$ cat src/hw/rtl/ghb_pkg.sv
`default_nettype none
package ghb_pkg;

  localparam int unsigned COUNT_BITS    = 20;
  localparam int unsigned NUM_BINS      = 256;
  localparam int unsigned BIN_BITS      = $clog2(NUM_BINS);
  localparam int unsigned ROW_BITS      = 12;
  localparam int unsigned HEIGHT_BITS   = 13;
  localparam int unsigned PIX_BITS      = 8;
  localparam int unsigned PROD_BITS     = HEIGHT_BITS + COUNT_BITS;
  localparam int unsigned STEP_BITS     = $clog2(PROD_BITS + 1);
  localparam int unsigned IN_DATA_BITS  = 32;
  localparam int unsigned OUT_DATA_BITS = 48;
  localparam int unsigned QUEUE_DEPTH   = 2;
  localparam int unsigned QPTR_BITS     = $clog2(QUEUE_DEPTH);
  localparam int unsigned QCNT_BITS     = $clog2(QUEUE_DEPTH + 1);

  localparam logic [COUNT_BITS-1:0]  COUNT_MAX     = {COUNT_BITS{1'b1}};
  localparam logic [HEIGHT_BITS-1:0] HEIGHT_RESET  = HEIGHT_BITS'(256);
  localparam logic [PIX_BITS-1:0]    PIX_BAR       = PIX_BITS'(0);
  localparam logic [PIX_BITS-1:0]    PIX_BACKGROUND = PIX_BITS'(255);

  typedef enum logic [1:0] {
    ACT_COUNT = 2'd0,
    ACT_QUERY = 2'd1,
    ACT_CLEAR = 2'd2
  } ghb_action_e;

  typedef enum logic [2:0] {
    ST_IDLE,
    ST_COUNT,
    ST_QUERY,
    ST_START,
    ST_DIV,
    ST_OUT
  } ghb_state_e;

  typedef struct packed {
    ghb_action_e           action;
    logic [BIN_BITS-1:0]   bin;
    logic [ROW_BITS-1:0]   row;
  } ghb_item_t;

endpackage
`default_nettype wire

$ cat src/hw/rtl/ghb_front.sv
`default_nettype none
module ghb_front
  import ghb_pkg::*;
(
  input  wire logic                    clk_i,
  input  wire logic                    rst_ni,
  input  wire logic                    s_axis_tvalid,
  output logic                         s_axis_tready,
  input  wire logic [IN_DATA_BITS-1:0] s_axis_tdata,
  input  wire logic [1:0]              s_axis_tuser,
  output logic                         q_valid_o,
  output ghb_item_t                    q_item_o,
  input  wire logic                    q_pop_i
);

  ghb_item_t            queue_q [QUEUE_DEPTH];
  logic [QPTR_BITS-1:0] wptr_q, rptr_q;
  logic [QCNT_BITS-1:0] cnt_q;
  ghb_item_t            item;
  logic                 push, pop, known;

  // pick the bin field by action; unused code is dropped here
  always_comb begin
    item.action = ghb_action_e'(s_axis_tuser);
    item.row    = s_axis_tdata[16 +: ROW_BITS];
    item.bin    = s_axis_tdata[0 +: BIN_BITS];
    known       = 1'b1;
    case (s_axis_tuser)
      ACT_COUNT: item.bin = s_axis_tdata[0 +: BIN_BITS];
      ACT_QUERY: item.bin = s_axis_tdata[8 +: BIN_BITS];
      ACT_CLEAR: item.bin = s_axis_tdata[0 +: BIN_BITS];
      default:   known    = 1'b0;
    endcase
  end

  assign s_axis_tready = (cnt_q != QCNT_BITS'(QUEUE_DEPTH));
  assign push          = s_axis_tvalid && s_axis_tready && known;
  assign q_valid_o     = (cnt_q != '0);
  assign pop           = q_pop_i && q_valid_o;
  assign q_item_o      = queue_q[rptr_q];

  always_ff @(posedge clk_i) begin
    if (push) begin
      queue_q[wptr_q] <= item;
    end
  end

  always_ff @(posedge clk_i or negedge rst_ni) begin
    if (!rst_ni) begin
      wptr_q <= '0;
      rptr_q <= '0;
      cnt_q  <= '0;
    end else begin
      if (push) begin
        wptr_q <= wptr_q + 1'b1;
      end
      if (pop) begin
        rptr_q <= rptr_q + 1'b1;
      end
      case ({push, pop})
        2'b10:   cnt_q <= cnt_q + 1'b1;
        2'b01:   cnt_q <= cnt_q - 1'b1;
        default: cnt_q <= cnt_q;
      endcase
    end
  end

endmodule
`default_nettype wire

$ cat config.mk
export PLATFORM = sky130hd
export DESIGN_NAME = ghb_front
export DESIGN_NICKNAME = d
export VERILOG_FILES = /design/src/hw/rtl/ghb_pkg.sv /design/src/hw/rtl/ghb_front.sv
export SDC_FILE = /design/constraint.sdc
export NUM_CORES = 1
export LEC_CHECK = 0
export BUFFER_PORTS_ARGS = -buffer_cell sky130_fd_sc_hd__buf_2
export CORE_AREA = 2 2 68 70
export DETAILED_ROUTE_END_ITERATION = 12
export DIE_AREA = 0 0 70 72
export GPL_ROUTABILITY_DRIVEN = 0
export MAX_ROUTING_LAYER = met4
export PLACE_DENSITY = 0.77
export SYNTH_ARGS = -nofsm -noshare
export SYNTH_HDL_FRONTEND = slang
export SYNTH_SLANG_ARGS = --single-unit
$ cat constraint.sdc
create_clock -name clk_i -period 3.85 [get_ports clk_i]
set_input_delay 0.77 -clock clk_i [delete_from_list [all_inputs] [get_ports clk_i]]
set_output_delay 0.77 -clock clk_i [all_outputs]
set_load 0.1 [all_outputs]
==> impl_metrics.yaml <==
route:
  drtAntennaViolNets: 0
  wl_per_cell_um: 15.4
  vias: 1030
  routed_wl_mm: 3.27
  drc_errors: 0
  vias_per_cell: 4.84
  dr.pass1.iters: 4
  drtIter0Drc: 53
placement:
  portBuffers: 57
  pre_cts_ws_ps: 1350
  placed_cells: 205
  hpwlAfterDp_mm: 2.33
synthesis:
  synth_cell_types: 16
  ys_ff_latch: 48
  yosysWarnings: 0
  seq_area_frac_synth: 0.751
  synth_area_um2: 1890
  syn_avg_cell_area_um2: 19.5
  synth_nets: 136
  syn_inst: 97
clock_network:
  h-tree-depth: 2
  post_cts_buffers: 0
  clock-root-buffer: "clkbuf_8"
  cts_tree: "yes"
  cts.clk_slew.worst_paths_ps: 80
  cts_resized: 0
  cts_buffers: 5
  clock_latency_ps: 290
  ctsHoldBuffers: 0
  cts.sink_count: 48
  clockBufferDepth: 2
final_layout:
  nNetsFinal: 199
  fill_cells: 381
  drive_gt1_frac: 0.615
  antenna_cells: 0
  syn_to_final_growth_pct: 22.9
  fin_cells: 213
critical_path:
  required_ps: 3080
  cp_slowest_cell: "dfrtp_1"
  cpPeakStageDelay_ps: 980
  crit_fanout: 23
  cp-start-kind: "register"
  critPathKind: "reg2out"
  cp.arrival_ps: 2010
  crit_chain: "mux2_2 > buf_2"
  end_kind: "output pin"
grt:
  first_global_vias: 1147
  grt.overflow.total: 0
  grt_max_degree: 24
  antenna_found_initial: 0
  grt_usage: 0.143
  grt_first_pass_wirelength_mm: 5.29
sta:
  drv_slew: 0
  clock_skew_ps: 11.1
  hold_violations: 0
  tns_ps: 0
  grt_setup_unrepaired: "false"
  fin_ws_ps: 1070
  slew_headroom: 0.353
  fmax_mhz: 360
  setup_viol: 0
  period_minus_slack_ps: 2780
  worst_slew_pin_slew_ps: 971
  finalCritPeriodShare: 0.722
die:
  die_h_um: 72
  die_area_um2: 5040
  die_w_um: 70
  initial_utilization: 0.444
  core_um2: 4260
  fp-row-count: 24
  pin_count: 62
min_path:
  hold_class: "in2async"
job:
  maxCapViolations: 0
status:
  outcome: "completed"
==> critical path: cells and delay by family, from the launching register on <==
| family | cells | cell delay [ps] |
|---|---|---|
| DFF | 1 | 980 |
| buffers and inverters | 1 | 420 |
| muxes | 1 | 310 |
==> final timing paths <==
kind,from,end,slack [ps],cells past startpoint
worst max-delay path,rptr_q,q_item_o[13],1070,2
worst min-delay path,rst_ni,cnt_q[0],270,1
worst max register to register,cnt_q[0],queue_q[1][5],2030,4
worst min register to register,cnt_q[1],cnt_q[1],500,1
max in group asynchronous,rst_ni,wptr_q,3460,1
min in group clk_i,cnt_q[1],cnt_q[1],500,1
==> synth_stat cells (all sizes together) <==
cell type,number,area share
nor2,3,0.0060
xnor2,3,0.014
edfxtp,44,0.70
ha,1,0.0066
dfrtp,4,0.053
or2,1,0.0033
buf,3,0.011
nand2b,1,0.0033
nand2,1,0.0020
nor2b,1,0.0033
nand3,1,0.0053
xor2,2,0.0093
and2,1,0.0046
inv,1,0.0020
mux2,30,0.18
==> registers in the layout, indices dropped and copies added (netlist names) <==
| signal | flops |
|---|---|
| wptr_q | 1 |
| cnt_q | 2 |
| rptr_q | 1 |
| queue_q | 44 |
==> layer usage <==
| metal | part of all wire | GRT usage | routed length (um) |
|---|---|---|---|
| met5 | 0 | - | 0 |
| met4 | 0.014 | 0.0534 | 45 |
| met3 | 0.068 | 0.0417 | 222 |
| met2 | 0.56 | 0.252 | 1840 |
| met1 | 0.36 | 0.154 | 1170 |
==> layout make-up <==
cell class	count	area [um^2]	share of cell area
clock buffer	6	72.6	0.0312
multi-input combinational	45	452	0.194
sequential	48	1420	0.611
tap	52	65.1	0.0280
inverter	1	3.75	0.00161
clock inverter	2	11.3	0.00484
timing repair buffer	59	300	0.129
==> logic make-up after synthesis <==
logic type,count (synthesis),synth area share
xor gates and xnor gates,5,0.0232
adders and majority gates,1,0.00661
buffers and inverters,4,0.0126
DFF,48,0.751
muxes,30,0.179
and+or+nand+nor,9,0.0278
==> through the flow <==
stage | hold WS, ps | util | cell area [um^2]
final | 274 | 0.545 | 2330
after floorplan | 456 | - | 1890
after global placement | 471 | 0.526 | 2240
after global routing | 266 | 0.545 | 2330
after detailed placement | 485 | 0.526 | 2240
after CTS | 267 | 0.545 | 2330
==> cell usage in the layout, fill, tap and decap left out, drive strengths merged, types with 2 or more instances in the layout <==
cell,n
buf,59
edfxtp,44
mux2,30
clkbuf,6
dfrtp,4
xnor2,3
nor2,3
xor2,2
Power is left out: the tool's default activity adds up to more than one toggle a clock period on the data nets, which glitch-free logic cannot reach.
